### config.mk
export PLATFORM = sky130hd
export DESIGN_NAME = newton_square_root_core
export DESIGN_NICKNAME = d
export VERILOG_FILES = /design/src/hdl/nsr_pkg.sv /design/src/hdl/nsr_div.sv /design/src/hdl/nsr_sqr.sv /design/src/hdl/newton_square_root_core.sv
export SDC_FILE = /design/constraint.sdc
export NUM_CORES = 2
export LEC_CHECK = 0
export CORE_ASPECT_RATIO = 1.2
export CORE_MARGIN = 4
export CORE_UTILIZATION = 45
export DETAILED_ROUTE_END_ITERATION = 16
export DONT_BUFFER_PORTS = 1
export SLEW_MARGIN = 15
export SYNTH_ARGS = -nofsm -noshare
export SYNTH_HDL_FRONTEND = slang
export SYNTH_SLANG_ARGS = --single-unit
### constraint.sdc
create_clock -name clock -period 12.11 [get_ports clock]
set_clock_uncertainty 0.2 [all_clocks]
set_input_delay 1.211 -clock clock [delete_from_list [all_inputs] [get_ports clock]]
set_output_delay 1.211 -clock clock [all_outputs]
set_load 0.03 [all_outputs]
### src/hdl/nsr_pkg.sv
`timescale 1ns / 1ps

package nsr_pkg;

   localparam int INT_BITS        = 16;
   localparam int DEF_VALUE_BITS  = 32;
   localparam int DEF_FRAC_BITS   = 40;
   localparam int TOL_BITS        = 32;
   localparam int LIMIT_BITS      = 6;
   localparam int CSR_INDEX_BITS  = 1;
   localparam int CSR_DATA_BITS   = 32;

   localparam logic [TOL_BITS-1:0]   TOL_RESET   = 32'd11;
   localparam logic [LIMIT_BITS-1:0] LIMIT_RESET = 6'd40;

   localparam logic [CSR_INDEX_BITS-1:0] CSR_TOLERANCE  = 1'b0;
   localparam logic [CSR_INDEX_BITS-1:0] CSR_ITER_LIMIT = 1'b1;

   typedef enum logic [1:0] {
      ST_IDLE,
      ST_DIVIDE,
      ST_SQUARE
   } state_type;

endpackage

### src/hdl/nsr_div.sv
`timescale 1ns / 1ps

module nsr_div import nsr_pkg::*; #(
   parameter int VALUE_BITS = DEF_VALUE_BITS,
   parameter int FRAC_BITS  = DEF_FRAC_BITS
) (
   input  logic                                clock,
   input  logic                                reset,
   input  logic                                start,
   input  logic [VALUE_BITS-1:0]               value,
   input  logic [INT_BITS+FRAC_BITS-1:0]       divisor,
   output logic                                done,
   output logic [INT_BITS+FRAC_BITS+1:0]       quotient
);

   localparam int R    = INT_BITS + FRAC_BITS;
   localparam int QW   = R + 2;
   localparam int NW   = VALUE_BITS + 2 * FRAC_BITS;
   localparam int CNTW = $clog2(NW + 1);

   logic              active_ff, active_in;
   logic              done_ff, done_in;
   logic [CNTW-1:0]   cnt_ff, cnt_in;
   logic [VALUE_BITS-1:0] shreg_ff, shreg_in;
   logic [R-1:0]      rem_ff, rem_in;
   logic [R-1:0]      d_ff, d_in;
   logic [QW-1:0]     q_ff, q_in;
   logic              ovf_ff, ovf_in;
   logic              dz_ff, dz_in;

   logic [R:0]        rem_shift;
   logic [R+1:0]      diff;
   logic              ge;

   // numerator is value followed by 2*FRAC_BITS zero bits, fed msb first
   assign rem_shift = {rem_ff, shreg_ff[VALUE_BITS-1]};
   assign diff      = {1'b0, rem_shift} - {2'b00, d_ff};
   assign ge        = !diff[R+1];

   always_comb begin
      active_in = active_ff;
      done_in   = 1'b0;
      cnt_in    = cnt_ff;
      shreg_in  = shreg_ff;
      rem_in    = rem_ff;
      d_in      = d_ff;
      q_in      = q_ff;
      ovf_in    = ovf_ff;
      dz_in     = dz_ff;
      if (start) begin
         active_in = 1'b1;
         cnt_in    = CNTW'(NW);
         shreg_in  = value;
         rem_in    = '0;
         d_in      = divisor;
         q_in      = '0;
         ovf_in    = 1'b0;
         dz_in     = (divisor == '0);
      end else if (active_ff) begin
         shreg_in = {shreg_ff[VALUE_BITS-2:0], 1'b0};
         rem_in   = ge ? diff[R-1:0] : rem_shift[R-1:0];
         q_in     = {q_ff[QW-2:0], ge};
         // a bit pushed past the top means the quotient saturates
         ovf_in   = ovf_ff | q_ff[QW-1];
         cnt_in   = cnt_ff - CNTW'(1);
         if (cnt_ff == CNTW'(1)) begin
            active_in = 1'b0;
            done_in   = 1'b1;
         end
      end
   end

   always_ff @(posedge clock) begin
      if (reset) begin
         active_ff <= 1'b0;
         done_ff   <= 1'b0;
         cnt_ff    <= '0;
      end else begin
         active_ff <= active_in;
         done_ff   <= done_in;
         cnt_ff    <= cnt_in;
      end
   end

   always_ff @(posedge clock) begin
      shreg_ff <= shreg_in;
      rem_ff   <= rem_in;
      d_ff     <= d_in;
      q_ff     <= q_in;
      ovf_ff   <= ovf_in;
      dz_ff    <= dz_in;
   end

   assign done     = done_ff;
   assign quotient = dz_ff ? '0 : (ovf_ff ? '1 : q_ff);

endmodule

### src/hdl/nsr_sqr.sv
`timescale 1ns / 1ps

module nsr_sqr import nsr_pkg::*; #(
   parameter int FRAC_BITS = DEF_FRAC_BITS
) (
   input  logic                                  clock,
   input  logic                                  reset,
   input  logic                                  start,
   input  logic [INT_BITS+FRAC_BITS-1:0]         operand,
   output logic                                  done,
   output logic [2*(INT_BITS+FRAC_BITS)-1:0]     product
);

   localparam int R  = INT_BITS + FRAC_BITS;
   localparam int H  = (R + 1) / 2;
   localparam int PW = 2 * R;

   logic           active_ff, active_in;
   logic           done_ff, done_in;
   logic [1:0]     phase_ff, phase_in;
   logic [H-1:0]   lo_ff, lo_in;
   logic [H-1:0]   hi_ff, hi_in;
   logic [2*H-1:0] p_ff, p_in;
   logic [PW-1:0]  acc_ff, acc_in;

   logic [H-1:0]   mul_a, mul_b;

   // phases: lo*lo, lo*hi, hi*hi; each product is registered in p_ff and summed in the next phase
   assign mul_a = (phase_ff == 2'd2) ? hi_ff : lo_ff;
   assign mul_b = (phase_ff == 2'd0) ? lo_ff : hi_ff;

   always_comb begin
      active_in = active_ff;
      done_in   = 1'b0;
      phase_in  = phase_ff;
      lo_in     = lo_ff;
      hi_in     = hi_ff;
      p_in      = p_ff;
      acc_in    = acc_ff;
      if (start) begin
         active_in = 1'b1;
         phase_in  = 2'd0;
         lo_in     = operand[H-1:0];
         hi_in     = H'(operand >> H);
      end else if (active_ff) begin
         p_in     = (2*H)'(mul_a) * (2*H)'(mul_b);
         phase_in = phase_ff + 2'd1;
         unique case (phase_ff)
            2'd0: acc_in = acc_ff;
            2'd1: acc_in = PW'(p_ff);
            2'd2: acc_in = acc_ff + (PW'(p_ff) << (H + 1));
            2'd3: begin
               acc_in    = acc_ff + (PW'(p_ff) << (2 * H));
               active_in = 1'b0;
               done_in   = 1'b1;
            end
         endcase
      end
   end

   always_ff @(posedge clock) begin
      if (reset) begin
         active_ff <= 1'b0;
         done_ff   <= 1'b0;
         phase_ff  <= 2'd0;
      end else begin
         active_ff <= active_in;
         done_ff   <= done_in;
         phase_ff  <= phase_in;
      end
   end

   always_ff @(posedge clock) begin
      lo_ff  <= lo_in;
      hi_ff  <= hi_in;
      p_ff   <= p_in;
      acc_ff <= acc_in;
   end

   assign done    = done_ff;
   assign product = acc_ff;

endmodule

### src/hdl/newton_square_root_core.sv
`timescale 1ns / 1ps

// channel   ports                                          transfer
// input     start, busy, req_value                         start high while busy low
// result    rsp_valid, rsp_root, rsp_iterations, rsp_capped rsp_valid high, one cycle
// config    csr_we, csr_index, csr_wdata                   csr_we high
//
// one Newton step is one run of the restoring divider, which makes one quotient bit
// per cycle, followed by one run of the squarer.
// an item takes n steps, n from 1 to iteration_limit (1 when the limit is 0).
// busy stays high from the accepting edge until the result strobe.
// reset is synchronous: tolerance 11, iteration limit 40, no item in flight.
// results are not held back; the receiver must take each strobe.

module newton_square_root_core import nsr_pkg::*; #(
   parameter int VALUE_BITS = DEF_VALUE_BITS,
   parameter int FRAC_BITS  = DEF_FRAC_BITS
) (
   input  logic                              clock,
   input  logic                              reset,
   input  logic                              start,
   output logic                              busy,
   input  logic [VALUE_BITS-1:0]             req_value,
   output logic                              rsp_valid,
   output logic [INT_BITS+FRAC_BITS-1:0]     rsp_root,
   output logic [LIMIT_BITS-1:0]             rsp_iterations,
   output logic                              rsp_capped,
   input  logic                              csr_we,
   input  logic [CSR_INDEX_BITS-1:0]         csr_index,
   input  logic [CSR_DATA_BITS-1:0]          csr_wdata
);

   localparam int R  = INT_BITS + FRAC_BITS;
   localparam int QW = R + 2;
   localparam int NW = VALUE_BITS + 2 * FRAC_BITS;
   localparam int TW = TOL_BITS + FRAC_BITS;
   localparam int BW = ((NW > TW) ? NW : TW) + 1;
   localparam int PW = 2 * R;
   localparam int CW = (PW > BW) ? PW : BW;

   localparam logic [R-1:0] G_INIT   = R'(2) << FRAC_BITS;
   localparam logic [R-1:0] ROOT_MAX = '1;

   state_type state_ff, state_in;

   logic [TOL_BITS-1:0]   tol_ff;
   logic [LIMIT_BITS-1:0] limit_ff;

   logic [VALUE_BITS-1:0] v_ff, v_in;
   logic [R-1:0]          g_ff, g_in;
   logic [LIMIT_BITS-1:0] count_ff, count_in;
   logic [BW-1:0]         bound_ff, bound_in;

   logic                  rsp_valid_ff, rsp_valid_in;
   logic [R-1:0]          rsp_root_ff, rsp_root_in;
   logic [LIMIT_BITS-1:0] rsp_iter_ff, rsp_iter_in;
   logic                  rsp_capped_ff, rsp_capped_in;

   logic                  div_start, div_done;
   logic [VALUE_BITS-1:0] div_value;
   logic [R-1:0]          div_divisor;
   logic [QW-1:0]         div_quot;
   logic                  sqr_start, sqr_done;
   logic [PW-1:0]         sqr_product;

   logic [R+2:0]          half_sum;
   logic [R-1:0]          g_new;
   logic                  again;

   assign half_sum = ((R+3)'(g_ff) + (R+3)'(div_quot)) >> 1;
   assign g_new    = (half_sum > (R+3)'(ROOT_MAX)) ? ROOT_MAX : half_sum[R-1:0];
   assign again    = CW'(sqr_product) >= CW'(bound_ff);

   assign div_value   = (state_ff == ST_IDLE) ? req_value : v_ff;
   assign div_divisor = (state_ff == ST_IDLE) ? G_INIT : g_ff;

   nsr_div #(
      .VALUE_BITS(VALUE_BITS),
      .FRAC_BITS (FRAC_BITS)
   ) u_div (
      .clock   (clock),
      .reset   (reset),
      .start   (div_start),
      .value   (div_value),
      .divisor (div_divisor),
      .done    (div_done),
      .quotient(div_quot)
   );

   nsr_sqr #(
      .FRAC_BITS(FRAC_BITS)
   ) u_sqr (
      .clock  (clock),
      .reset  (reset),
      .start  (sqr_start),
      .operand(g_new),
      .done   (sqr_done),
      .product(sqr_product)
   );

   always_comb begin
      state_in      = state_ff;
      v_in          = v_ff;
      g_in          = g_ff;
      count_in      = count_ff;
      bound_in      = bound_ff;
      div_start     = 1'b0;
      sqr_start     = 1'b0;
      rsp_valid_in  = 1'b0;
      rsp_root_in   = rsp_root_ff;
      rsp_iter_in   = rsp_iter_ff;
      rsp_capped_in = rsp_capped_ff;
      unique case (state_ff)
         ST_IDLE: begin
            if (start) begin
               v_in      = req_value;
               // keep going while g*g >= value + tolerance * 2^-FRAC_BITS
               bound_in  = (BW'(req_value) << (2 * FRAC_BITS))
                         + (BW'(tol_ff) << FRAC_BITS);
               g_in      = G_INIT;
               count_in  = '0;
               div_start = 1'b1;
               state_in  = ST_DIVIDE;
            end
         end
         ST_DIVIDE: begin
            if (div_done) begin
               g_in      = g_new;
               count_in  = count_ff + LIMIT_BITS'(1);
               sqr_start = 1'b1;
               state_in  = ST_SQUARE;
            end
         end
         ST_SQUARE: begin
            if (sqr_done) begin
               if (again && (count_ff < limit_ff)) begin
                  div_start = 1'b1;
                  state_in  = ST_DIVIDE;
               end else begin
                  rsp_valid_in  = 1'b1;
                  rsp_root_in   = g_ff;
                  rsp_iter_in   = count_ff;
                  rsp_capped_in = again;
                  state_in      = ST_IDLE;
               end
            end
         end
         default: state_in = ST_IDLE;
      endcase
   end

   always_ff @(posedge clock) begin
      if (reset) begin
         state_ff     <= ST_IDLE;
         rsp_valid_ff <= 1'b0;
      end else begin
         state_ff     <= state_in;
         rsp_valid_ff <= rsp_valid_in;
      end
   end

   always_ff @(posedge clock) begin
      v_ff          <= v_in;
      g_ff          <= g_in;
      count_ff      <= count_in;
      bound_ff      <= bound_in;
      rsp_root_ff   <= rsp_root_in;
      rsp_iter_ff   <= rsp_iter_in;
      rsp_capped_ff <= rsp_capped_in;
   end

   always_ff @(posedge clock) begin
      if (reset) begin
         tol_ff   <= TOL_RESET;
         limit_ff <= LIMIT_RESET;
      end else if (csr_we) begin
         unique case (csr_index)
            CSR_TOLERANCE:  tol_ff   <= csr_wdata[TOL_BITS-1:0];
            CSR_ITER_LIMIT: limit_ff <= csr_wdata[LIMIT_BITS-1:0];
         endcase
      end
   end

   assign busy           = (state_ff != ST_IDLE);
   assign rsp_valid      = rsp_valid_ff;
   assign rsp_root       = rsp_root_ff;
   assign rsp_iterations = rsp_iter_ff;
   assign rsp_capped     = rsp_capped_ff;

endmodule

## Word level (Yosys, flattened, before mapping)

Index checks and enable logic that the tools add are counted.
Widths: inputs -> output; s select.

| storage, ports and cells | value |
|---|---|
| flip-flop bits (word level) | 752 |
| latch bits | 0 |
| RAM bits | 0 |
| bits in read-only memories | 0 |
| input port bits | 69 |
| output and inout port bits | 65 |
| word-level logic and storage cells | 118 |
| memories kept | 0 |

| operators by class | value |
|---|---|
| add/subtract/negate cells | 8 |
| multiply operators | 1 |
| divide/modulo/power cells | 0 |
| $lt $le $gt $ge | 3 |
| eq/ne operators | 9 |
| shift-type cells | 0 |
| multiplexer cells | 39 |
| bitwise logic cells | 9 |
| reduce and logical (&&, ||, !) cells | 21 |

Operator list:

| cell | count |
|---|---|
| $pmux 112 s3 | 1 |
| $mux 56 | 5 |
| $mux 58 | 2 |
| $add 112x72->113 | 1 |
| $ge 112x113->1 | 1 |
| $add 112x112->112 | 1 |
| $add 112x85->112 | 1 |
| $pmux 56 s2 | 1 |
| $mux 32 | 3 |
| $add 56x58->59 | 1 |
| $gt 58x56->1 const B | 1 |
| $sub 57x56->58 | 1 |
| $logic_not 56->1 | 1 |
| $mul 28x28->56 | 1 |
| $mux 28 | 2 |
| $mux 1 | 15 |
| $mux 7 | 2 |
| $mux 6 | 2 |
| $pmux 6 s2 | 1 |
| $reduce_and 3->1 | 4 |
| $reduce_or 3->1 | 3 |
| $not 1->1 | 8 |
| $reduce_and 2->1 | 4 |
| $eq 7x1->1 const B | 1 |
| 17 further kinds | 27 |

## Depth between registers and ports, before layout

| logic depth | value |
|---|---|
| depth in word-level cells | 7 |
| gate-level depth with buffers | 35 |
| mapped depth without buffers | 30 |

## Hierarchy

From an unflattened synthesis, not the netlist that was laid out.

| unflattened totals | value |
|---|---|
| cell total of the unflattened synthesis | 7,238 |
| area, all modules | 66,968.0 sq um |

By module, submodules not included:

| module | instances | cells an instance | area an instance (sq um) | sequential area each (sq um) |
|---|---|---|---|---|
| nsr_sqr | 1 | 4,428 | 40,481.3 | 6,806.5 |
| newton_square_root_core | 1 | 1,457 | 14,327.5 | 6,496.2 |
| nsr_div | 1 | 1,353 | 12,159.2 | 5,154.9 |

## Worst setup path before layout

Ideal clock, no wire load.

| timing | value |
|---|---|
| path kind | reg2reg |
| start point | register u_sqr.phase_ff[1] |
| end point | register u_sqr.p_ff[55] (data pin) |
| setup time | 260 ps |
| arrival time | 8,669 ps |
| slack | 2,981 ps |
| stages on the path, launching flop included | 30 |
| buffers on the path | 4 |
| period minus slack after synthesis | 9,129 ps |
| cell sequence | dfxtp_1 -> clkbuf_1 -> inv_1 -> ha_1 -> clkbuf_1 -> buf_1 -> mux2i_1 -> clkbuf_1 -> nor2_1 -> fa_1 -> fa_1 -> fa_1 -> fa_1 -> fa_1 -> fa_1 -> inv_1 -> fa_1 -> inv_1 -> ha_1 -> a21oi_2 -> o2111ai_1 -> a221oi_1 -> a21bo_2 -> a221oi_2 -> o21ai_1 -> o41ai_2 -> o211ai_1 -> a41o_1 -> a21oi_1 -> xnor2_1 |

| on the way | value |
|---|---|
| cells in the longest elaborated chain, start to end | 3 |
| elaborated cells on any way between the ends | 5 |
| classes of those cells | 1 x mul; 1 x eq/ne; 2 x mux; 1 x reduce/logical |

RTL lines:

| item | RTL line | source |
|---|---|---|
| start, declared | nsr_sqr.sv:20 | `logic [1:0] phase_ff, phase_in;` |
| start signal, assigned | nsr_sqr.sv:69 | `phase_ff <= phase_in;` |
| $eq 2x2->1 or $logic_not 2->1 (tied branches) | nsr_sqr.sv:29, nsr_sqr.sv:30 |  |
| $mux 28 (on tied branches) | nsr_sqr.sv:29, nsr_sqr.sv:30 |  |
| $mul 28x28->56 (*) | nsr_sqr.sv:46 | `p_in = (2*H)'(mul_a) * (2*H)'(mul_b);` |
| end signal, assigned | nsr_sqr.sv:76 | `p_ff <= p_in;` |
| end, declared | nsr_sqr.sv:23 | `logic [2*H-1:0] p_ff, p_in;` |

Mark *: on every way between the ends. The rest lies on a longest branch, timed or not.
A chain may end at the register's enable or synchronous reset.

## Final worst setup path

| timing | value |
|---|---|
| start point | register u_sqr.phase_ff[0] |
| end point | register u_sqr.p_ff[55] (data pin) |

Same word-level chain as after synthesis.

==> key figures <==
Place
  – I/O Buffers: 0
  – DP Area: 0.06792 sq mm
  – GPL Wtd Cong: 0.9899
  – HPWL after DPL: 165,900 um

Logic synthesis
  – Syn Inst Count: 7,143
  – EDFF count, synth: 502
  – Compound-cell area share of the yosys netlist: 12.16%
  – Largest cells by area after synthesis: edfxtp_1, fa_1, ha_1
  – Top cell type's share of synthesized area: 22.91%
  – Mux cell area share after synthesis: 2.864%
  – Syn avg cell area: 9.210 sq um
  – Syn. warnings: 0
  – Synth Area in Adders: 30.27%
  – Syn_nets: 8,397
  – Largest family of logic cells by synthesized area: adder cells
  – Cell area after synthesis: 0.06579 sq mm
  – Post-synthesis sequential area ratio: 28.06%
  – Fraction of registers with async set or reset after synthesis: 0%
  – Xor and xnor fraction of the mapped netlist area: 3.781%
  – Synth Register Bits: 671
  – Yosys cell types: 98
  – Simple logic cell fraction of the synthesized area: 15.34%
  – Main flop type after synthesis: edfxtp_1
  – Yosys top cell by area: edfxtp_1

Clocking
  – Hold-fix buffers at CTS: 0
  – Clock Tree Buf Depth: 3
  – # H-tree levels: 3
  – Setup bufs post-CTS: 0
  – CTS buffer count: 78
  – Clk slew on worst S/H paths: 0.06 ns
  – Clock sink total: 671
  – CTS tree: built
  – Clock latency on the worst-skew pair: 0.70 ns
  – Root Driver: clkbuf_16
  – Resized cells post-CTS: 0

GRT
  – Vias in the first global route: 52,310
  – GRT overflow: 0
  – Largest net degree at the start of global routing: 80
  – Initial antenna violation count: 2
  – First-pass GRT wire length: 322,500 um
  – GRT Total Usage: 27.92%

Outcome
  – Outcome: finished, final reports clean

Routing
  – Vias after detailed routing: 50,990
  – DR vias/cell: 5.652
  – Antenna viol nets, final: 0
  – Routed WL: 211,900 um
  – First-pass detailed-route iteration total: 6
  – Drt drc: 0
  – Number of DRC markers in iteration 0: 3,893
  – DR WL/cell: 23.48 um

Floorplanning
  – Core footprint: 0.1451 sq mm
  – Die Wd: 357.0 um
  – Ports: 134
  – Die height: 426.8 um
  – Initial core utilization: 45.34%
  – Die footprint: 0.1524 sq mm
  – Site row count: 153

Flow run
  – MaxCap Viol Count: 0

STA
  – Worst slew margin: 25.45%
  – Endpoints failing setup: 0
  – Sum of negative setup slack: 0 ns
  – Slew Limit Fails: 0
  – Worst-margin pin slew: 1.097 ns
  – RSZ-0062 raised after global routing: false
  – Fin. Hold Viols: 0
  – F_max: 0.09560 GHz
  – Tmin final: 10.46 ns
  – Period utilisation layout: 86.37%

Power
  – Worst VDD drop: 0.1191 mV
  – Power per standard cell area: 92.98 mW/mm^2
  – Leak Pwr: 31.84 nW

Final layout
  – Final Util: 48.64%
  – Synthesis-to-finish area growth: 7.282%
  – Layout cell share with drive strength beyond 1: 5.476%
  – Ant. Diodes: 0
  – Fin nets: 8,275
  – Filler instances: 13,890
  – Fin area: 0.07058 sq mm

Setup path
  – Reg2reg end: u_sqr.p_ff[55]
  – Critical Path Max Stage Delay: 0.87 ns
  – Crit-path max FO: 27
  – Data arrival time of the worst path: 10.67 ns
  – Critical path class: flip-flop to flip-flop
  – Crit start category: flip-flop
  – Crit path top cell by count: fa_1
  – Critical-path top delay cell: mux2i_1
  – R2R cell count: 29
  – R2R Path Start: u_sqr.phase_ff[0]
  – WP data required: 12.32 ns
  – Worst setup EP type: flip-flop
  – R2R Setup Slk: 1.65 ns

Hold path
  – Hold path start: tol_ff[19]
  – Hold WC Path Type: flip-flop to flip-flop
  – Worst hold endpoint: bound_ff[59]
  – Hold path depth: 0
cell usage in the layout, fill, tap and decap left out, types with 70 or more instances in the layout:
cell,instances
nand2_1,857
xor2_1,127
a31oi_1,72
clkbuf_16,79
nand4_1,71
nand3_1,90
o21ai_0,197
xnor2_1,157
a21o_1,187
buf_4,113
dfxtp_1,167
inv_1,973
fa_1,678
nor2b_1,70
and2_1,109
a21oi_1,375
mux2i_1,108
nor2_1,813
ha_1,505
edfxtp_1,502
logic make-up (layout without fill, tap and decap cells):
group | after synthesis | after routing
and+or+nand+nor | 2290 | 2290
buffers and inverters | 1294 | 1236
AOI/OAI and AO/OA | 1238 | 1238
adders and majority gates | 1185 | 1185
DFF | 671 | 671
xor gates and xnor gates | 284 | 284
muxes | 181 | 181
flip-flops by register name (all words and copies together), names as in the netlist, 33 cells and up:
| register | flops |
|---|---|
| u_sqr.product | 112 |
| u_div.q_ff | 58 |
| g_ff | 56 |
| rsp_root | 56 |
| u_div.d_ff | 56 |
| u_div.rem_ff | 56 |
| u_sqr.p_ff | 56 |
| bound_ff | 33 |
metrics by stage:
step	worst slack [ns]	hold slack [ns]	power (mW)	std cells
2_1_floorplan	2.981	0.2081	3.753	7143
3_3_place_gp	1.826	0.2126	4.130	8878
3_5_place_dp	1.715	0.2195	4.142	8878
4_1_cts	1.699	0.2290	6.620	9022
5_1_grt	1.225	0.2357	6.893	9022
6_report	1.650	0.2280	6.562	9022
synth_stat cells (all sizes together) (7+ instances only):
| master | count |
|---|---|
| mux2 | 58 |
| dfxtp | 169 |
| a311oi | 42 |
| mux2i | 123 |
| o211ai | 12 |
| and2 | 110 |
| buf | 43 |
| and3 | 50 |
| o21bai | 66 |
| o221ai | 7 |
| a21o | 188 |
| a221oi | 11 |
| o21a | 33 |
| a2111oi | 8 |
| nor4 | 36 |
| or4 | 7 |
| a31oi | 72 |
| nand2b | 43 |
| a211o | 15 |
| and4 | 11 |
| nor3 | 54 |
| xnor2 | 157 |
| clkbuf | 272 |
| or2 | 24 |
| edfxtp | 502 |
| inv | 978 |
| nand4 | 72 |
| a21oi | 380 |
| nand2 | 857 |
| a22o | 7 |
| o31ai | 23 |
| nor2b | 72 |
| fa | 678 |
| xor2 | 127 |
| a211oi | 32 |
| o22ai | 45 |
| ha | 507 |
| o21ai | 217 |
| nand3 | 91 |
| nor2 | 815 |
| a21boi | 13 |
| or3 | 20 |
worst max-delay path, delay by kind of cell (launching register included):
family,cells,cell delay (ns)
adders and majority gates,9,4.68
muxes,1,0.87
buffers and inverters,7,1.08
DFF,1,0.33
xor gates and xnor gates,1,0.08
AOI/OAI and AO/OA,9,2.75
and+or+nand+nor,2,0.17
per-layer routing:
metal | global-route usage (%) | vias up | wire [um]
li1 | - | 23570 | -
met1 | 34.86 | 25180 | 85140
met2 | 46.46 | 1758 | 99530
met3 | 4.758 | 492 | 14080
met4 | 14.59 | 0 | 13130
met5 | 0 | - | 0
worst max path at each step:
| stage | end | start |
|---|---|---|
| finish | u_sqr.p_ff[55] | u_sqr.phase_ff[0] |
| global route | u_sqr.p_ff[53] | u_sqr.phase_ff[0] |
| CTS | u_sqr.p_ff[55] | u_sqr.phase_ff[0] |
| detailed placement | u_sqr.p_ff[55] | u_sqr.phase_ff[0] |
| global placement | u_sqr.p_ff[55] | u_sqr.phase_ff[0] |
| floorplan | u_sqr.p_ff[55] | u_sqr.phase_ff[1] |
power breakdown:
| group | switching (mW) | internal [mW] | leakage, nW |
|---|---|---|---|
| Combinational | 0.881 | 0.527 | 24.5 |
| Clock | 1.06 | 1.40 | 1.28 |
| Sequential | 0.0905 | 2.61 | 6.09 |
final cells by class:
type / count / area [sq um] / area share (%)
Clock buffer: 95 / 2077 / 2.943
Clock inverter: 49 / 581.8 / 0.8244
Inverter: 979 / 3675 / 5.207
Multi-Input combinational cell: 5178 / 42510 / 60.23
Sequential cell: 671 / 18460 / 26.16
Tap cell: 1937 / 2424 / 3.434
Timing Repair Buffer: 113 / 848.3 / 1.202
Note: power is estimated with default switching activity, not from simulation.
